## config.mk

```make
export PLATFORM = sky130hd
export DESIGN_NAME = loop_reject_spike_health_monitor_flat
export DESIGN_NICKNAME = d
export VERILOG_FILES = /design/src/rtl/core/lrshm_pkg.sv /design/src/rtl/core/lrshm_ifs.sv /design/src/rtl/core/lrshm_ram.sv /design/src/rtl/core/lrshm_div.sv /design/src/rtl/core/lrshm_ctrl.sv /design/src/rtl/core/lrshm_dp.sv /design/src/rtl/core/loop_reject_spike_health_monitor.sv /design/src/flat_wrapper.sv
export VERILOG_INCLUDE_DIRS = /design/src /design/src/rtl/core
export SDC_FILE = /design/constraint.sdc
export NUM_CORES = 2
export LEC_CHECK = 0
export BUFFER_PORTS_ARGS = -buffer_cell sky130_fd_sc_hd__clkbuf_2
export CORE_ASPECT_RATIO = 0.6
export CORE_MARGIN = 10
export CORE_UTILIZATION = 40
export DETAILED_ROUTE_END_ITERATION = 8
export PLACE_DENSITY = 0.66
export SLEW_MARGIN = 10
export SYNTH_ARGS = -nofsm -noshare
export SYNTH_HDL_FRONTEND = slang
export SYNTH_SLANG_ARGS = --single-unit
```

## constraint.sdc

```tcl
create_clock -name clk -period 13.7 [get_ports clk]
set_clock_uncertainty 0.15 [all_clocks]
set_input_delay 3.425 -clock clk [delete_from_list [all_inputs] [get_ports clk]]
set_output_delay 3.425 -clock clk [all_outputs]
set_load 0.05 [all_outputs]
```

## src/rtl/core/assert_macros.svh

```systemverilog
// Assertion helper macros shared by the monitor RTL.
// No dependencies; the property forms compile away under SYNTHESIS.
`ifndef ASSERT_MACROS_SVH
`define ASSERT_MACROS_SVH
`ifndef SYNTHESIS
// Same-cycle implication, disabled while reset is asserted
`define LRS_ASSERT_IMP(lbl, clk, rst_n, ante, cons) \
	lbl: assert property (@(posedge clk) disable iff (!rst_n) (ante) |-> (cons)) \
		else $error("implication check failed");
// Next-cycle implication, disabled while reset is asserted
`define LRS_ASSERT_NXT(lbl, clk, rst_n, ante, cons) \
	lbl: assert property (@(posedge clk) disable iff (!rst_n) (ante) |=> (cons)) \
		else $error("next-cycle check failed");
`else
`define LRS_ASSERT_IMP(lbl, clk, rst_n, ante, cons)
`define LRS_ASSERT_NXT(lbl, clk, rst_n, ante, cons)
`endif
`endif

```

## src/rtl/core/lrshm_pkg.sv

```systemverilog
// Shared types, constants and helpers of the loop reject spike health monitor.
// No dependencies.
package lrshm_pkg;

	localparam int unsigned WINDOW_DEPTH_DEF = 8;
	localparam int unsigned RATE_W           = 17;
	localparam int unsigned CNT_W            = 32;
	localparam int unsigned FIELD_W          = 16;
	localparam int unsigned CD_W             = 8;
	localparam int unsigned CFG_IDX_W        = 3;
	localparam int unsigned CFG_DATA_W       = 17;
	localparam int unsigned QUO_STEPS        = 17;

	localparam logic [RATE_W-1:0] ONE_Q16 = 17'h10000;

	// Register reset values
	localparam logic [FIELD_W-1:0] DROP_MIN_RST   = 16'd30;
	localparam logic [RATE_W-1:0]  DROP_RATE_RST  = 17'd29491;
	localparam logic [FIELD_W-1:0] SPIKE_MIN_RST  = 16'd4;
	localparam logic [RATE_W-1:0]  SPIKE_ABS_RST  = 17'd52429;
	localparam logic [RATE_W-1:0]  SPIKE_JUMP_RST = 17'd22938;
	localparam logic [CD_W-1:0]    COOLDOWN_RST   = 8'd5;

	typedef enum logic [CFG_IDX_W-1:0] {
		CFG_DROP_MIN,
		CFG_DROP_RATE,
		CFG_SPIKE_MIN,
		CFG_SPIKE_ABS,
		CFG_SPIKE_JUMP,
		CFG_COOLDOWN
	} cfg_idx_t;

	typedef enum logic [1:0] {
		OP_BATCH,
		OP_LOOP,
		OP_KEYFRAME,
		OP_NONE
	} op_t;

	typedef enum logic [2:0] {
		DIV_ACC,
		DIV_DRP,
		DIV_REJ,
		DIV_CYC,
		DIV_MEAN
	} div_sel_t;

	typedef enum logic [3:0] {
		ST_IDLE,
		ST_UPD,
		ST_LAUNCH,
		ST_ACC,
		ST_DRP,
		ST_REJ,
		ST_CYC,
		ST_MEAN,
		ST_PUSH,
		ST_RESP
	} state_t;

	typedef struct packed {
		logic     take;
		logic     update;
		logic     div_start;
		div_sel_t div_sel;
		logic     win_read;
		logic     push;
		logic     respond;
	} ctl_cmd_t;

	typedef struct packed {
		op_t  op;
		logic att_nz;
		logic cand_tot_nz;
		logic cand_nz;
		logic fill_nz;
		logic div_done;
		logic out_free;
	} ctl_stat_t;

	function automatic logic [CNT_W-1:0] sat_add32(input logic [CNT_W-1:0] a,
			input logic [CNT_W-1:0] b);
		logic [CNT_W:0] s;
		s = {1'b0, a} + {1'b0, b};
		return s[CNT_W] ? {CNT_W{1'b1}} : s[CNT_W-1:0];
	endfunction

endpackage

```

## src/rtl/core/lrshm_ifs.sv

```systemverilog
// Valid/ready channel interfaces for the monitor's event input and status output.
// Depends on lrshm_pkg for field widths.
interface lrshm_in_if;
	import lrshm_pkg::*;
	logic               valid;
	logic               ready;
	logic [1:0]         op;
	logic [FIELD_W-1:0] attempted;
	logic [FIELD_W-1:0] accepted;
	logic [FIELD_W-1:0] candidates;
	logic [FIELD_W-1:0] rejected;

	modport source (output valid, op, attempted, accepted, candidates, rejected,
		input ready);
	modport sink (input valid, op, attempted, accepted, candidates, rejected,
		output ready);
endinterface

interface lrshm_out_if;
	import lrshm_pkg::*;
	logic              valid;
	logic              ready;
	logic              drop_warning;
	logic [RATE_W-1:0] acceptance_rate;
	logic [RATE_W-1:0] drop_rate;
	logic [RATE_W-1:0] loop_reject_rate;
	logic              spike_detected;
	logic [CNT_W-1:0]  spike_total;
	logic [RATE_W-1:0] cycle_reject_ratio;
	logic [RATE_W-1:0] rolling_baseline;
	logic [CD_W-1:0]   cooldown_left;
	logic              closures_enabled;
	logic              cooldown_expired;

	modport source (output valid, drop_warning, acceptance_rate, drop_rate,
		loop_reject_rate, spike_detected, spike_total, cycle_reject_ratio,
		rolling_baseline, cooldown_left, closures_enabled, cooldown_expired,
		input ready);
	modport sink (input valid, drop_warning, acceptance_rate, drop_rate,
		loop_reject_rate, spike_detected, spike_total, cycle_reject_ratio,
		rolling_baseline, cooldown_left, closures_enabled, cooldown_expired,
		output ready);
endinterface

```

## src/rtl/core/lrshm_ram.sv

```systemverilog
// Generic single-write, single-read RAM with registered read data.
// No dependencies.
module lrshm_ram #(
	parameter int unsigned WIDTH = 17,
	parameter int unsigned DEPTH = 8,
	localparam int unsigned AW = (DEPTH > 1) ? $clog2(DEPTH) : 1
) (
	input  logic             clk,
	input  logic             we,
	input  logic [AW-1:0]    waddr,
	input  logic [WIDTH-1:0] wdata,
	input  logic             re,
	input  logic [AW-1:0]    raddr,
	output logic [WIDTH-1:0] rdata
);
	logic [WIDTH-1:0] mem_q [DEPTH];
	logic [WIDTH-1:0] rdata_q;

	// Write port
	always_ff @(posedge clk) begin
		if (we) begin
			mem_q[waddr] <= wdata;
		end
	end

	// Registered read port, holds until the next read
	always_ff @(posedge clk) begin
		if (re) begin
			rdata_q <= mem_q[raddr];
		end
	end

	assign rdata = rdata_q;
endmodule

```

## src/rtl/core/lrshm_div.sv

```systemverilog
// Restoring serial divider giving a Q1.16 quotient, one bit per cycle.
// Depends on lrshm_pkg; the numerator must not exceed the denominator.
module lrshm_div (
	input  logic                       clk,
	input  logic                       arst_n,
	input  logic                       start,
	input  logic [lrshm_pkg::CNT_W-1:0] num,
	input  logic [lrshm_pkg::CNT_W-1:0] den,
	output logic                       done,
	output logic [lrshm_pkg::RATE_W-1:0] quo
);
	import lrshm_pkg::*;

	localparam int unsigned STEP_W = $clog2(QUO_STEPS);

	logic [CNT_W:0]    rem_q;
	logic [CNT_W-1:0]  den_q;
	logic [RATE_W-1:0] quo_q;
	logic [STEP_W-1:0] cnt_q;
	logic              busy_q;
	logic              done_q;
	logic [CNT_W+1:0]  diff;
	logic              ge;
	logic [CNT_W:0]    rem_new;

	// Trial subtract of the denominator
	assign diff    = {1'b0, rem_q} - {2'b0, den_q};
	assign ge      = ~diff[CNT_W+1];
	assign rem_new = ge ? diff[CNT_W:0] : rem_q;

	// Sequence the quotient bits
	always_ff @(posedge clk or negedge arst_n) begin
		if (!arst_n) begin
			busy_q <= 1'b0;
			done_q <= 1'b0;
			cnt_q  <= '0;
		end else begin
			done_q <= 1'b0;
			if (start) begin
				busy_q <= 1'b1;
				cnt_q  <= STEP_W'(QUO_STEPS - 1);
			end else if (busy_q) begin
				if (cnt_q == '0) begin
					busy_q <= 1'b0;
					done_q <= 1'b1;
				end else begin
					cnt_q <= cnt_q - STEP_W'(1);
				end
			end
		end
	end

	// Remainder and quotient shift
	always_ff @(posedge clk) begin
		if (start) begin
			rem_q <= {1'b0, num};
			den_q <= den;
			quo_q <= '0;
		end else if (busy_q) begin
			rem_q <= {rem_new[CNT_W-1:0], 1'b0};
			quo_q <= {quo_q[RATE_W-2:0], ge};
		end
	end

	assign done = done_q;
	assign quo  = (quo_q > ONE_Q16) ? ONE_Q16 : quo_q;
endmodule

```

## src/rtl/core/lrshm_ctrl.sv

```systemverilog
// Controller state machine of the monitor: sequences updates, divisions and replies.
// Depends on lrshm_pkg for the state, command and status types.
module lrshm_ctrl (
	input  logic                  clk,
	input  logic                  arst_n,
	input  logic                  in_valid,
	output logic                  in_ready,
	input  lrshm_pkg::ctl_stat_t  stat,
	output lrshm_pkg::ctl_cmd_t   cmd
);
	import lrshm_pkg::*;

	state_t state_q;
	state_t state_d;

	// State register
	always_ff @(posedge clk or negedge arst_n) begin
		if (!arst_n) begin
			state_q <= ST_IDLE;
		end else begin
			state_q <= state_d;
		end
	end

	assign in_ready = (state_q == ST_IDLE);

	// Next state and commands
	always_comb begin
		state_d     = state_q;
		cmd         = '0;
		cmd.div_sel = DIV_ACC;
		unique case (state_q)
			ST_IDLE: begin
				if (in_valid) begin
					cmd.take = 1'b1;
					state_d  = ST_UPD;
				end
			end
			ST_UPD: begin
				cmd.update = 1'b1;
				state_d    = ST_LAUNCH;
			end
			ST_LAUNCH: begin
				unique case (stat.op)
					OP_BATCH: begin
						if (stat.att_nz) begin
							cmd.div_start = 1'b1;
							cmd.div_sel   = DIV_ACC;
							state_d       = ST_ACC;
						end else begin
							state_d = ST_RESP;
						end
					end
					OP_LOOP: begin
						if (stat.cand_tot_nz) begin
							cmd.div_start = 1'b1;
							cmd.div_sel   = DIV_REJ;
							state_d       = ST_REJ;
						end else begin
							state_d = ST_RESP;
						end
					end
					default: begin
						state_d = ST_RESP;
					end
				endcase
			end
			ST_ACC: begin
				if (stat.div_done) begin
					cmd.div_start = 1'b1;
					cmd.div_sel   = DIV_DRP;
					state_d       = ST_DRP;
				end
			end
			ST_DRP: begin
				if (stat.div_done) begin
					state_d = ST_RESP;
				end
			end
			ST_REJ: begin
				if (stat.div_done) begin
					if (stat.cand_nz) begin
						cmd.div_start = 1'b1;
						cmd.div_sel   = DIV_CYC;
						state_d       = ST_CYC;
					end else begin
						state_d = ST_RESP;
					end
				end
			end
			ST_CYC: begin
				if (stat.div_done) begin
					// fetch the slot about to be overwritten
					cmd.win_read = 1'b1;
					if (stat.fill_nz) begin
						cmd.div_start = 1'b1;
						cmd.div_sel   = DIV_MEAN;
						state_d       = ST_MEAN;
					end else begin
						state_d = ST_PUSH;
					end
				end
			end
			ST_MEAN: begin
				if (stat.div_done) begin
					state_d = ST_PUSH;
				end
			end
			ST_PUSH: begin
				cmd.push = 1'b1;
				state_d  = ST_RESP;
			end
			ST_RESP: begin
				if (stat.out_free) begin
					cmd.respond = 1'b1;
					state_d     = ST_IDLE;
				end
			end
			default: begin
				state_d = ST_IDLE;
			end
		endcase
	end
endmodule

```

## src/rtl/core/lrshm_dp.sv

```systemverilog
// Datapath of the monitor: registers, totals, ratio window, divider and output beat.
// Depends on lrshm_pkg, lrshm_div and lrshm_ram.
module lrshm_dp #(
	parameter int unsigned WINDOW_DEPTH = lrshm_pkg::WINDOW_DEPTH_DEF
) (
	input  logic                                clk,
	input  logic                                arst_n,
	input  logic                                cfg_we,
	input  logic [lrshm_pkg::CFG_IDX_W-1:0]     cfg_index,
	input  logic [lrshm_pkg::CFG_DATA_W-1:0]    cfg_data,
	input  lrshm_pkg::ctl_cmd_t                 cmd,
	output lrshm_pkg::ctl_stat_t                stat,
	input  logic [1:0]                          op,
	input  logic [lrshm_pkg::FIELD_W-1:0]       attempted,
	input  logic [lrshm_pkg::FIELD_W-1:0]       accepted,
	input  logic [lrshm_pkg::FIELD_W-1:0]       candidates,
	input  logic [lrshm_pkg::FIELD_W-1:0]       rejected,
	output logic                                out_valid,
	input  logic                                out_ready,
	output logic                                drop_warning,
	output logic [lrshm_pkg::RATE_W-1:0]        acceptance_rate,
	output logic [lrshm_pkg::RATE_W-1:0]        drop_rate,
	output logic [lrshm_pkg::RATE_W-1:0]        loop_reject_rate,
	output logic                                spike_detected,
	output logic [lrshm_pkg::CNT_W-1:0]         spike_total,
	output logic [lrshm_pkg::RATE_W-1:0]        cycle_reject_ratio,
	output logic [lrshm_pkg::RATE_W-1:0]        rolling_baseline,
	output logic [lrshm_pkg::CD_W-1:0]          cooldown_left,
	output logic                                closures_enabled,
	output logic                                cooldown_expired
);
	import lrshm_pkg::*;

	localparam int unsigned FW = $clog2(WINDOW_DEPTH + 1);
	localparam int unsigned AW = (WINDOW_DEPTH > 1) ? $clog2(WINDOW_DEPTH) : 1;
	localparam int unsigned SW = RATE_W + FW;

	// Configuration registers
	logic [FIELD_W-1:0] drop_min_q;
	logic [RATE_W-1:0]  drop_rate_cfg_q;
	logic [FIELD_W-1:0] spike_min_q;
	logic [RATE_W-1:0]  spike_abs_q;
	logic [RATE_W-1:0]  spike_jump_q;
	logic [CD_W-1:0]    cooldown_cfg_q;

	// Held item
	logic [1:0]         op_q;
	logic [FIELD_W-1:0] att_q;
	logic [FIELD_W-1:0] acc_q;
	logic [FIELD_W-1:0] cand_q;
	logic [FIELD_W-1:0] rej_q;

	// Monitor state
	logic [CNT_W-1:0]  tot_att_q;
	logic [CNT_W-1:0]  tot_acc_q;
	logic [CNT_W-1:0]  tot_drp_q;
	logic [RATE_W-1:0] acc_rate_q;
	logic [RATE_W-1:0] drp_rate_q;
	logic [CNT_W-1:0]  tot_cand_q;
	logic [CNT_W-1:0]  tot_rej_q;
	logic [RATE_W-1:0] rej_rate_q;
	logic [RATE_W-1:0] ratio_q;
	logic [RATE_W-1:0] base_q;
	logic              spike_q;
	logic              expired_q;
	logic [CNT_W-1:0]  spike_cnt_q;
	logic [CD_W-1:0]   cool_q;
	logic [AW-1:0]     head_q;
	logic [FW-1:0]     fill_q;
	logic [SW-1:0]     sum_q;
	div_sel_t          sel_q;

	// Output beat
	logic              out_valid_q;
	logic              warn_q;
	logic [RATE_W-1:0] acc_rate_o_q;
	logic [RATE_W-1:0] drp_rate_o_q;
	logic [RATE_W-1:0] rej_rate_o_q;
	logic              spike_o_q;
	logic [CNT_W-1:0]  spike_cnt_o_q;
	logic [RATE_W-1:0] ratio_o_q;
	logic [RATE_W-1:0] base_o_q;
	logic [CD_W-1:0]   cool_o_q;
	logic              expired_o_q;

	// Divider and window wires
	logic [CNT_W-1:0]  div_num;
	logic [CNT_W-1:0]  div_den;
	logic              div_done;
	logic [RATE_W-1:0] div_quo;
	logic [RATE_W-1:0] old_ratio;
	logic              win_full;
	logic              spike_w;
	logic              warn_w;
	logic [RATE_W:0]   jump_sum;

	// Configuration writes; unused indexes are dropped
	always_ff @(posedge clk or negedge arst_n) begin
		if (!arst_n) begin
			drop_min_q      <= DROP_MIN_RST;
			drop_rate_cfg_q <= DROP_RATE_RST;
			spike_min_q     <= SPIKE_MIN_RST;
			spike_abs_q     <= SPIKE_ABS_RST;
			spike_jump_q    <= SPIKE_JUMP_RST;
			cooldown_cfg_q  <= COOLDOWN_RST;
		end else if (cfg_we) begin
			unique case (cfg_idx_t'(cfg_index))
				CFG_DROP_MIN:   drop_min_q      <= cfg_data[FIELD_W-1:0];
				CFG_DROP_RATE:  drop_rate_cfg_q <= cfg_data[RATE_W-1:0];
				CFG_SPIKE_MIN:  spike_min_q     <= cfg_data[FIELD_W-1:0];
				CFG_SPIKE_ABS:  spike_abs_q     <= cfg_data[RATE_W-1:0];
				CFG_SPIKE_JUMP: spike_jump_q    <= cfg_data[RATE_W-1:0];
				CFG_COOLDOWN:   cooldown_cfg_q  <= cfg_data[CD_W-1:0];
				default: ;
			endcase
		end
	end

	// Capture the item, clamping accepted and rejected counts
	always_ff @(posedge clk) begin
		if (cmd.take) begin
			op_q   <= op;
			att_q  <= attempted;
			acc_q  <= (accepted > attempted) ? attempted : accepted;
			cand_q <= candidates;
			rej_q  <= (rejected > candidates) ? candidates : rejected;
		end
	end

	// Divider operand selection
	always_comb begin
		unique case (cmd.div_sel)
			DIV_ACC: begin
				div_num = tot_acc_q;
				div_den = tot_att_q;
			end
			DIV_DRP: begin
				div_num = tot_drp_q;
				div_den = tot_att_q;
			end
			DIV_REJ: begin
				div_num = tot_rej_q;
				div_den = tot_cand_q;
			end
			DIV_CYC: begin
				div_num = CNT_W'(rej_q);
				div_den = CNT_W'(cand_q);
			end
			DIV_MEAN: begin
				// sum / (fill << 16) in Q1.16 is the plain integer mean
				div_num = CNT_W'(sum_q);
				div_den = CNT_W'({fill_q, 16'h0000});
			end
			default: begin
				div_num = '0;
				div_den = '0;
			end
		endcase
	end

	lrshm_div u_div (
		.clk    (clk),
		.arst_n (arst_n),
		.start  (cmd.div_start),
		.num    (div_num),
		.den    (div_den),
		.done   (div_done),
		.quo    (div_quo)
	);

	lrshm_ram #(
		.WIDTH (RATE_W),
		.DEPTH (WINDOW_DEPTH)
	) u_win (
		.clk   (clk),
		.we    (cmd.push),
		.waddr (head_q),
		.wdata (ratio_q),
		.re    (cmd.win_read),
		.raddr (head_q),
		.rdata (old_ratio)
	);

	// Spike test against the baseline of the window before this push
	assign win_full = (fill_q == FW'(WINDOW_DEPTH));
	assign jump_sum = {1'b0, base_q} + {1'b0, spike_jump_q};
	assign spike_w  = (cand_q >= spike_min_q) && (fill_q != '0) &&
		(ratio_q >= spike_abs_q) && ({1'b0, ratio_q} >= jump_sum);
	assign warn_w   = (op_t'(op_q) == OP_BATCH) &&
		(tot_att_q >= CNT_W'(drop_min_q)) && (drp_rate_q >= drop_rate_cfg_q);

	// Monitor state updates
	always_ff @(posedge clk or negedge arst_n) begin
		if (!arst_n) begin
			tot_att_q   <= '0;
			tot_acc_q   <= '0;
			tot_drp_q   <= '0;
			acc_rate_q  <= '0;
			drp_rate_q  <= '0;
			tot_cand_q  <= '0;
			tot_rej_q   <= '0;
			rej_rate_q  <= '0;
			ratio_q     <= '0;
			base_q      <= '0;
			spike_q     <= 1'b0;
			expired_q   <= 1'b0;
			spike_cnt_q <= '0;
			cool_q      <= '0;
			head_q      <= '0;
			fill_q      <= '0;
			sum_q       <= '0;
			sel_q       <= DIV_ACC;
		end else begin
			// clear the per-item flags
			if (cmd.take) begin
				ratio_q   <= '0;
				base_q    <= '0;
				spike_q   <= 1'b0;
				expired_q <= 1'b0;
			end
			// add the item to the totals or step the cooldown
			if (cmd.update) begin
				unique case (op_t'(op_q))
					OP_BATCH: begin
						tot_att_q <= sat_add32(tot_att_q, CNT_W'(att_q));
						tot_acc_q <= sat_add32(tot_acc_q, CNT_W'(acc_q));
						tot_drp_q <= sat_add32(tot_drp_q, CNT_W'(att_q - acc_q));
					end
					OP_LOOP: begin
						tot_cand_q <= sat_add32(tot_cand_q, CNT_W'(cand_q));
						tot_rej_q  <= sat_add32(tot_rej_q, CNT_W'(rej_q));
					end
					OP_KEYFRAME: begin
						if (cool_q != '0) begin
							cool_q    <= cool_q - CD_W'(1);
							expired_q <= (cool_q == CD_W'(1));
						end
					end
					default: ;
				endcase
			end
			// route division results
			if (cmd.div_start) begin
				sel_q <= cmd.div_sel;
			end
			if (div_done) begin
				unique case (sel_q)
					DIV_ACC:  acc_rate_q <= div_quo;
					DIV_DRP:  drp_rate_q <= div_quo;
					DIV_REJ:  rej_rate_q <= div_quo;
					DIV_CYC:  ratio_q    <= div_quo;
					DIV_MEAN: base_q     <= div_quo;
					default: ;
				endcase
			end
			// push the ratio, evicting the oldest entry once full
			if (cmd.push) begin
				spike_q <= spike_w;
				if (spike_w) begin
					if (spike_cnt_q != {CNT_W{1'b1}}) begin
						spike_cnt_q <= spike_cnt_q + CNT_W'(1);
					end
					cool_q <= cooldown_cfg_q;
				end
				sum_q  <= sum_q - (win_full ? SW'(old_ratio) : SW'(0)) + SW'(ratio_q);
				head_q <= (head_q == AW'(WINDOW_DEPTH - 1)) ? '0 : head_q + AW'(1);
				if (!win_full) begin
					fill_q <= fill_q + FW'(1);
				end
			end
		end
	end

	// Output beat valid
	always_ff @(posedge clk or negedge arst_n) begin
		if (!arst_n) begin
			out_valid_q <= 1'b0;
		end else if (cmd.respond) begin
			out_valid_q <= 1'b1;
		end else if (out_ready) begin
			out_valid_q <= 1'b0;
		end
	end

	// Output beat payload
	always_ff @(posedge clk) begin
		if (cmd.respond) begin
			warn_q        <= warn_w;
			acc_rate_o_q  <= acc_rate_q;
			drp_rate_o_q  <= drp_rate_q;
			rej_rate_o_q  <= rej_rate_q;
			spike_o_q     <= spike_q;
			spike_cnt_o_q <= spike_cnt_q;
			ratio_o_q     <= ratio_q;
			base_o_q      <= base_q;
			cool_o_q      <= cool_q;
			expired_o_q   <= expired_q;
		end
	end

	assign stat.op          = op_t'(op_q);
	assign stat.att_nz      = (tot_att_q != '0);
	assign stat.cand_tot_nz = (tot_cand_q != '0);
	assign stat.cand_nz     = (cand_q != '0);
	assign stat.fill_nz     = (fill_q != '0);
	assign stat.div_done    = div_done;
	assign stat.out_free    = ~out_valid_q | out_ready;

	assign out_valid          = out_valid_q;
	assign drop_warning       = warn_q;
	assign acceptance_rate    = acc_rate_o_q;
	assign drop_rate          = drp_rate_o_q;
	assign loop_reject_rate   = rej_rate_o_q;
	assign spike_detected     = spike_o_q;
	assign spike_total        = spike_cnt_o_q;
	assign cycle_reject_ratio = ratio_o_q;
	assign rolling_baseline   = base_o_q;
	assign cooldown_left      = cool_o_q;
	assign closures_enabled   = (cool_o_q == '0);
	assign cooldown_expired   = expired_o_q;
endmodule

```

## src/rtl/core/loop_reject_spike_health_monitor.sv

```systemverilog
// Loop reject spike health monitor, top level; depends on lrshm_pkg, lrshm_ifs,
// lrshm_ctrl, lrshm_dp and assert_macros.svh.
// Usage: one event beat enters on in_ch (op 0 batch, 1 loop cycle, 2 keyframe,
// 3 no event) and exactly one status beat leaves on out_ch for it. Thresholds
// are written through cfg_we/cfg_index/cfg_data while no event is in flight.
// Keyframe and no-event beats and events with nothing to divide go straight to
// the reply; a batch runs two divisions (acceptance and drop rate) and a loop
// cycle with candidates and a non-empty window runs three (reject rate, cycle
// ratio and window mean), each giving a 17-bit quotient in the shared serial
// divider. One event is in work at a time: the next beat is taken only once
// the status beat of the last one is loaded into the output register.
// The ratio window lives in a small RAM; a running sum gives the mean.
// Reset clears totals, rates, the window fill and the cooldown, and loads the
// default thresholds; no clearing pass is needed.
// A stalled out_ch holds its beat; the next event is still taken and worked
// and its result is held in the datapath until the output register frees.
`include "assert_macros.svh"
module loop_reject_spike_health_monitor #(
	parameter int unsigned WINDOW_DEPTH = lrshm_pkg::WINDOW_DEPTH_DEF
) (
	input  logic                             clk,
	input  logic                             arst_n,
	input  logic                             cfg_we,
	input  logic [lrshm_pkg::CFG_IDX_W-1:0]  cfg_index,
	input  logic [lrshm_pkg::CFG_DATA_W-1:0] cfg_data,
	lrshm_in_if.sink                         in_ch,
	lrshm_out_if.source                      out_ch
);
	import lrshm_pkg::*;

	ctl_cmd_t  cmd;
	ctl_stat_t stat;

	lrshm_ctrl u_ctrl (
		.clk      (clk),
		.arst_n   (arst_n),
		.in_valid (in_ch.valid),
		.in_ready (in_ch.ready),
		.stat     (stat),
		.cmd      (cmd)
	);

	lrshm_dp #(
		.WINDOW_DEPTH (WINDOW_DEPTH)
	) u_dp (
		.clk                (clk),
		.arst_n             (arst_n),
		.cfg_we             (cfg_we),
		.cfg_index          (cfg_index),
		.cfg_data           (cfg_data),
		.cmd                (cmd),
		.stat               (stat),
		.op                 (in_ch.op),
		.attempted          (in_ch.attempted),
		.accepted           (in_ch.accepted),
		.candidates         (in_ch.candidates),
		.rejected           (in_ch.rejected),
		.out_valid          (out_ch.valid),
		.out_ready          (out_ch.ready),
		.drop_warning       (out_ch.drop_warning),
		.acceptance_rate    (out_ch.acceptance_rate),
		.drop_rate          (out_ch.drop_rate),
		.loop_reject_rate   (out_ch.loop_reject_rate),
		.spike_detected     (out_ch.spike_detected),
		.spike_total        (out_ch.spike_total),
		.cycle_reject_ratio (out_ch.cycle_reject_ratio),
		.rolling_baseline   (out_ch.rolling_baseline),
		.cooldown_left      (out_ch.cooldown_left),
		.closures_enabled   (out_ch.closures_enabled),
		.cooldown_expired   (out_ch.cooldown_expired)
	);

	// One event in work at a time
	`LRS_ASSERT_NXT(a_single_event, clk, arst_n, in_ch.valid && in_ch.ready, !in_ch.ready)
	// A spike only fires when the ratio clears the baseline
	`LRS_ASSERT_IMP(a_spike_over_base, clk, arst_n, out_ch.valid && out_ch.spike_detected, out_ch.cycle_reject_ratio >= out_ch.rolling_baseline)
	// Acceptance and drop rates never exceed one in Q1.16
	`LRS_ASSERT_IMP(a_rate_bound, clk, arst_n, out_ch.valid, (out_ch.acceptance_rate <= ONE_Q16) && (out_ch.drop_rate <= ONE_Q16))
	// Expiry leaves the cooldown at zero
	`LRS_ASSERT_IMP(a_expiry_zero, clk, arst_n, out_ch.valid && out_ch.cooldown_expired, out_ch.closures_enabled && !out_ch.spike_detected)
endmodule
```

## src/flat_wrapper.sv

```systemverilog
// flat-port wrapper written by rule: the top's interface ports become plain ports
module loop_reject_spike_health_monitor_flat import lrshm_pkg::*;
#(
	parameter int unsigned WINDOW_DEPTH = lrshm_pkg::WINDOW_DEPTH_DEF
)
  (clk, arst_n, cfg_we, cfg_index, cfg_data, in_ch_valid, in_ch_op, in_ch_attempted, in_ch_accepted, in_ch_candidates, in_ch_rejected, in_ch_ready, out_ch_valid, out_ch_drop_warning, out_ch_acceptance_rate, out_ch_drop_rate, out_ch_loop_reject_rate, out_ch_spike_detected, out_ch_spike_total, out_ch_cycle_reject_ratio, out_ch_rolling_baseline, out_ch_cooldown_left, out_ch_closures_enabled, out_ch_cooldown_expired, out_ch_ready);
  lrshm_in_if in_ch_i ();
  lrshm_out_if out_ch_i ();
  input  logic clk;
  input  logic arst_n;
  input  logic cfg_we;
  input  logic [lrshm_pkg::CFG_IDX_W-1:0] cfg_index;
  input  logic [lrshm_pkg::CFG_DATA_W-1:0] cfg_data;
  input wire logic [$bits(in_ch_i.valid)-1:0] in_ch_valid;
  input wire logic [$bits(in_ch_i.op)-1:0] in_ch_op;
  input wire logic [$bits(in_ch_i.attempted)-1:0] in_ch_attempted;
  input wire logic [$bits(in_ch_i.accepted)-1:0] in_ch_accepted;
  input wire logic [$bits(in_ch_i.candidates)-1:0] in_ch_candidates;
  input wire logic [$bits(in_ch_i.rejected)-1:0] in_ch_rejected;
  output wire logic [$bits(in_ch_i.ready)-1:0] in_ch_ready;
  output wire logic [$bits(out_ch_i.valid)-1:0] out_ch_valid;
  output wire logic [$bits(out_ch_i.drop_warning)-1:0] out_ch_drop_warning;
  output wire logic [$bits(out_ch_i.acceptance_rate)-1:0] out_ch_acceptance_rate;
  output wire logic [$bits(out_ch_i.drop_rate)-1:0] out_ch_drop_rate;
  output wire logic [$bits(out_ch_i.loop_reject_rate)-1:0] out_ch_loop_reject_rate;
  output wire logic [$bits(out_ch_i.spike_detected)-1:0] out_ch_spike_detected;
  output wire logic [$bits(out_ch_i.spike_total)-1:0] out_ch_spike_total;
  output wire logic [$bits(out_ch_i.cycle_reject_ratio)-1:0] out_ch_cycle_reject_ratio;
  output wire logic [$bits(out_ch_i.rolling_baseline)-1:0] out_ch_rolling_baseline;
  output wire logic [$bits(out_ch_i.cooldown_left)-1:0] out_ch_cooldown_left;
  output wire logic [$bits(out_ch_i.closures_enabled)-1:0] out_ch_closures_enabled;
  output wire logic [$bits(out_ch_i.cooldown_expired)-1:0] out_ch_cooldown_expired;
  input wire logic [$bits(out_ch_i.ready)-1:0] out_ch_ready;
  assign in_ch_i.valid = in_ch_valid;
  assign in_ch_i.op = in_ch_op;
  assign in_ch_i.attempted = in_ch_attempted;
  assign in_ch_i.accepted = in_ch_accepted;
  assign in_ch_i.candidates = in_ch_candidates;
  assign in_ch_i.rejected = in_ch_rejected;
  assign in_ch_ready = in_ch_i.ready;
  assign out_ch_valid = out_ch_i.valid;
  assign out_ch_drop_warning = out_ch_i.drop_warning;
  assign out_ch_acceptance_rate = out_ch_i.acceptance_rate;
  assign out_ch_drop_rate = out_ch_i.drop_rate;
  assign out_ch_loop_reject_rate = out_ch_i.loop_reject_rate;
  assign out_ch_spike_detected = out_ch_i.spike_detected;
  assign out_ch_spike_total = out_ch_i.spike_total;
  assign out_ch_cycle_reject_ratio = out_ch_i.cycle_reject_ratio;
  assign out_ch_rolling_baseline = out_ch_i.rolling_baseline;
  assign out_ch_cooldown_left = out_ch_i.cooldown_left;
  assign out_ch_closures_enabled = out_ch_i.closures_enabled;
  assign out_ch_cooldown_expired = out_ch_i.cooldown_expired;
  assign out_ch_i.ready = out_ch_ready;
  loop_reject_spike_health_monitor #(.WINDOW_DEPTH(WINDOW_DEPTH)) u_core (.clk(clk), .arst_n(arst_n), .cfg_we(cfg_we), .cfg_index(cfg_index), .cfg_data(cfg_data), .in_ch(in_ch_i), .out_ch(out_ch_i));
endmodule
```

# Word-level counts from Yosys, hierarchy flattened
# Memory sizes are Yosys's and may differ from the RTL's. A register that Yosys moved wholly into a read port is not among the register bits.
# Cells that the tools add are included.
# classes
addsub	15
magnitude_cmp	8
eq_ne	36
muxes	74
n_bitwise	4
n_reduce_logical	36
# op_table
cell	count
$mux 32	8
$pmux 32 s5	1
$mux 17	8
$add 32x16->33	4
$pmux 32 s4	1
$mux 4	17
$reduce_bool 32->1	2
$mux 8	5
$pmux 4 s10	1
$ge 17x17->1	2
$sub 33x32->34	1
$add 32x32->33	1
$add 32x1->32 const B	1
$ge 32x16->1	1
$gt 16x16->1	2
$mux 16	2
$ne 32x32->1 const B	1
$reduce_and 2->1	13
$mux 1	23
$add 21x17->21	1
$sub 21x17->21	1
$mux 5	4
$add 17x17->18	1
$eq 3x2->1 const B	6
other kinds (37)	66
# totals
regBits	697
ramBits	136
inputBits	91
out_inout_bits	131
word_cells	222
mem_count	1
# mem_list
memory	words	width	rd	rd_clocked_by_memory_dff	write_ports	line	rtl
u_core.u_dp.u_win.mem_q	8	17	1	1	1	lrshm_ram.sv:16	logic [WIDTH-1:0] mem_q [DEPTH];

# Depth between registers and ports, before layout
# depth
word_depth	7
depth_mapped	25
mapped_depth_nobuf	24

# Cells and area by module
# A second synthesis with hierarchy kept.
# unflattened
cells_unflattened	4149
area_unflattened_um2	46767.4
# modules_own_cells
mod	instances	cells_each	area_per_inst_um2	seq_area_each_um2
lrshm_dp	1	3331	34800.9	16126.7
lrshm_ram	1	227	5769.3	4594.4
lrshm_div	1	525	5681.7	2457.4
lrshm_ctrl	1	66	515.5	100.1

# Worst setup path before layout
# OpenSTA, ideal clock, no wires.
# synth_path
kind	input to register
from	input out_ch_ready
to	register u_core.u_dp.acc_rate_o_q[0], in the netlist u_core.u_dp.acceptance_rate[0] (enable)
setup_ps	658
arrival_time_ps	9655
required_ps	12892
setup_slack_ps	3237
stages	2
path_buffers	0
cell_sequence	inv_1 > a21oi_1
# synth_lines
element	line	rtl
start: declaration	flat_wrapper.sv:33	input wire logic [$bits(out_ch_i.ready)-1:0] out_ch_ready;
end signal: assignment	lrshm_dp.sv:289	acc_rate_o_q <= acc_rate_q;
end: declaration	lrshm_dp.sv:76	logic [RATE_W-1:0] acc_rate_o_q;

# Worst setup path in the final report
# layout_path
from	register u_core.u_dp.spike_jump_q[0]
to	register u_core.u_dp.spike_cnt_q[26]
# layout_via
elab_chain_cells	4
# layout_rtl
element	line	rtl
start: declaration	lrshm_dp.sv:43	logic [RATE_W-1:0] spike_jump_q;
start signal: assignment	lrshm_dp.sv:112	CFG_SPIKE_JUMP: spike_jump_q <= cfg_data[RATE_W-1:0];
$add 17x17->18	lrshm_dp.sv:186	assign jump_sum = {1'b0, base_q} + {1'b0, spike_jump_q};
$ge 17x18->1	lrshm_dp.sv:188	(ratio_q >= spike_abs_q) && ({1'b0, ratio_q} >= jump_sum);
$logic_and 1x1->1	lrshm_dp.sv:188	
$reduce_and 3->1 (no source line)	n/a	
end signal: assignment	lrshm_dp.sv:261	spike_cnt_q <= spike_cnt_q + CNT_W'(1);
end: declaration	lrshm_dp.sv:66	logic [CNT_W-1:0] spike_cnt_q;
# No other way between the ends.
# A chain may end at the register's enable or synchronous reset.

==> summary.txt <==
Run status
  • Status: finished, final reports clean

Critical path
  • Worst reg2reg endpoint: u_core.u_dp.spike_cnt_q[26]$_DFFE_PN0P_
  • Worst EP required: 14.14 ns
  • CP arrival: 6.38 ns
  • Startpoint types: register
  • Reg2Reg Setup Slack: 7.76 ns
  • CP startpoint: u_core.u_dp.spike_jump_q[0]$_DFFE_PN0P_
  • Crit Path Max Fanout: 19
  • RR Startpoint: u_core.u_dp.spike_jump_q[0]$_DFFE_PN0P_
  • WS Path Type: register to register
  • Worst Setup EP: u_core.u_dp.spike_cnt_q[26]$_DFFE_PN0P_
  • Critical Path Sink Type: register
  • R2R cell count: 20

Yosys
  • Top cell type's share of synthesized area: between 20% and 30%
  • Async set-or-reset flop fraction in the synthesized netlist: 49.53%
  • Netlist cell types: 95
  • Flops & latches, synth: 850
  • Commonest cells in the netlist: edfxtp_1 (411), dfrtp_1 (388), nand2_1 (360)
  • Synth Warn #: 0
  • Post-synth EDFFs: 411
  • Synth area leader: edfxtp_1
  • Top area cells in the synthesized netlist: edfxtp_1 (28%), dfrtp_1 (22%), ha_1 (8.6%), nand2_1 (3.0%), xnor2_1 (2.7%)
  • Synthesized area per cell: 11.00 um^2
  • Syn Inst Count: 4,072
  • Cell area after synthesis: 44,770 um^2
  • Count leader, synth: edfxtp_1
  • Top_reg_cell synth: edfxtp_1
  • Syn_nets: 4,495
  • Sequential share of the synthesized area: 51.99%

GRT
  • Vias in the first global route: 31,254
  • Pin count of the biggest net entering global routing: around 100
  • Total Routing Usage GR: 20.84%
  • Initial antenna violation count: 7
  • Overflow after GRT: 0
  • First-pass GRT wire length: roughly 200,000 um

Power
  • Switching Fraction: 40.94%
  • PD cells: 222.2 nW/um^2
  • Flop pwr share: 35.3%
  • Leakage Power: 21.43 nW
  • Switch Pwr: 4.575 mW
  • Power Total: about 11 mW
  • Comb power frac: 43.9%
  • Cell Int Power: 6.601 mW
  • Clk pwr share: 20.8%
  • Max VDD drop: 0.1151 mV

Timing
  • Final worst-path cycle share: 43.37%
  • Slew headroom: 16.17%
  • Max Freq: roughly 170 MHz
  • Final worst slack: around 7.8 ns
  • Final hold viol count: 0
  • Setup TNS: 0 ns
  • Clock period minus worst slack: 5.942 ns
  • Worst-Margin Slew: about 1.3 ns
  • Unrepaired setup endpoints after global routing: no
  • Setup violations, final: 0
  • Slew Viols, Final: 0

Clocking
  • Max Root-Sink Buffers: 3
  • Clock Root Buffer: clkbuf_16
  • CTS-repair resized insts: 0
  • TritonCTS buffer count: 76
  • Clock transition at path regs: 0.07 ns
  • H-tree Lvls: 3
  • CTS Hold Bufs: 0
  • Clk_lat worst skew: 0.69 ns
  • Setup bufs post-CTS: 0
  • TritonCTS Sinks: 850
  • CTS tree: done

Drt
  • DRC: 0
  • Initial DRT Pass Iterations: 9
  • WL/cell: 23.21 um
  • Routed vias/inst: between 5 and 6
  • Initial DRC count: 4,380
  • Via count: 33,379
  • Final ANT Viol Nets: 0
  • Final WL: roughly 140,000 um

Flow run
  • Max_cap viols: 0

Worst hold path
  • Hold crit path type: register to register

Layout
  • Final design utilization: 45.60%
  • Layout cell share with drive strength beyond 1: 13.27%
  • Area Overhead vs Synth: 12.35%
  • Multi-input logic area: 19,850 um^2
  • Register area: 23,280 um^2
  • Post-layout nets: 4,701
  • Fillers: 10,146
  • Post-route cell area: between 50,000 and 60,000 um^2

Placement
  • GPL Wtd Cong: 0.9292
  • Pre-CTS setup slack: roughly 7 ns
  • I/O Buffers: 221
  • Post-DP HPWL: 101,300 um
  • Post-place instance area: 47,630 um^2

Floorplanning
  • Chip width: 451.9 um
  • Initial Util: between 40% and 50%
  • Chip height: 279.2 um
  • Die area: 126,200 um^2
  • # rows: 94
  • I/O pin count: 222
  • Core ar.: approximately 110,000 um^2
worst min path at each step:
stage,from,endpoint,cells past startpoint
final,u_core.u_dp.acc_rate_q[10]$_DFFE_PN0P_,u_core.u_dp.acceptance_rate[10]$_DFFE_PP_,0
after CTS,u_core.u_dp.acc_rate_q[15]$_DFFE_PN0P_,u_core.u_dp.acceptance_rate[15]$_DFFE_PP_,0
after global routing,u_core.u_dp.acc_rate_q[15]$_DFFE_PN0P_,u_core.u_dp.acceptance_rate[15]$_DFFE_PP_,0
after detailed placement,u_core.u_dp.acc_rate_q[15]$_DFFE_PN0P_,u_core.u_dp.acceptance_rate[15]$_DFFE_PP_,0
after global placement,u_core.u_dp.rej_rate_q[16]$_DFFE_PN0P_,u_core.u_dp.loop_reject_rate[16]$_DFFE_PP_,0
after floorplan,u_core.u_dp.acc_rate_q[0]$_DFFE_PN0P_,u_core.u_dp.acceptance_rate[0]$_DFFE_PP_,0
layout by cell type (no fill, tap or decap), drive strengths merged, types with 55 or more instances in the layout:
master	instances
dfrtp	388
mux2i	55
nand2	362
a21oi	208
nor2	208
a31oi	78
nand3	79
and3	55
clkbuf	321
edfxtp	411
nand4	74
xor2	63
a22oi	74
inv	315
mux2	98
o21ai	238
a21o	83
ha	307
xnor2	137
layer usage:
| layer | global-route usage, % | part of all wire (%) | vias to the layer above |
|---|---|---|---|
| met5 | 0 | 0.0096 | - |
| met3 | 6.961 | 13 | 136 |
| met1 | 33.09 | 48 | 16408 |
| met2 | 26.56 | 37 | 1485 |
| met4 | 4.280 | 1.6 | 2 |
| li1 | - | - | 15348 |
power by group through the flow:
stage	logic, mW	clock network (mW)	registers (mW)
floorplan	3.60	0	3.76
global placement	4.71	0	3.93
detailed placement	4.79	0	3.94
CTS	4.83	2.35	3.90
global route	5.42	2.45	3.98
finish	4.91	2.33	3.94
stage by stage:
stage / hold slack (ns) / std cells
2_1_floorplan: 0.2748 / 4072
3_3_place_gp: 0.2821 / 5688
3_5_place_dp: 0.2829 / 5688
4_1_cts: 0.2989 / 5829
5_1_grt: 0.3096 / 5829
6_report: 0.2993 / 5830
final cells by class:
cell class,count,area share [%]
clock inverter,40,0.9776
sequential,850,46.28
multi-input combinational,2768,39.46
tap,1488,3.701
antenna,1,0.004975
inverter,314,2.343
clock buffer,101,4.318
timing repair buffer,268,2.920
flip-flops by register name (all words and copies together) (netlist names), 21 cells and up:
register                 cells
u_core.u_dp.u_win.mem_q    136
u_core.u_dp.u_div.rem_q     33
u_core.u_dp.spike_cnt_q     32
u_core.u_dp.spike_total     32
u_core.u_dp.tot_acc_q       32
u_core.u_dp.tot_att_q       32
u_core.u_dp.tot_cand_q      32
u_core.u_dp.tot_drp_q       32
u_core.u_dp.tot_rej_q       32
u_core.u_dp.u_div.den_q     32
u_core.u_dp.sum_q           21
worst max-delay path, cell delays in order, from the launching register on:
cell	delay, ns
dfrtp_1	0.39
ha_1	0.23
fa_1	0.40
a21o_1	0.19
a21oi_1	0.24
o21bai_1	0.10
a21oi_1	0.36
o31ai_1	0.18
a211oi_1	0.36
o21ai_0	0.23
a31o_2	0.29
a21o_1	0.18
xnor2_1	0.12
ha_1	0.29
a211o_1	0.16
o221ai_1	0.11
a2111oi_0	0.51
o211a_1	0.29
nand2_2	0.36
nor4_1	0.50
xor2_1	0.19
cell families after synthesis:
logic type	synth area share [%]
AO/OA/AOI/OAI	15.14
XOR/XNOR	3.912
adder cells (fa/ha/maj)	9.697
buffers and inverters	4.013
flip-flops	51.99
multiplexers	3.694
AND/OR/NAND/NOR	11.56
Note: power is estimated with default switching activity, not from simulation.
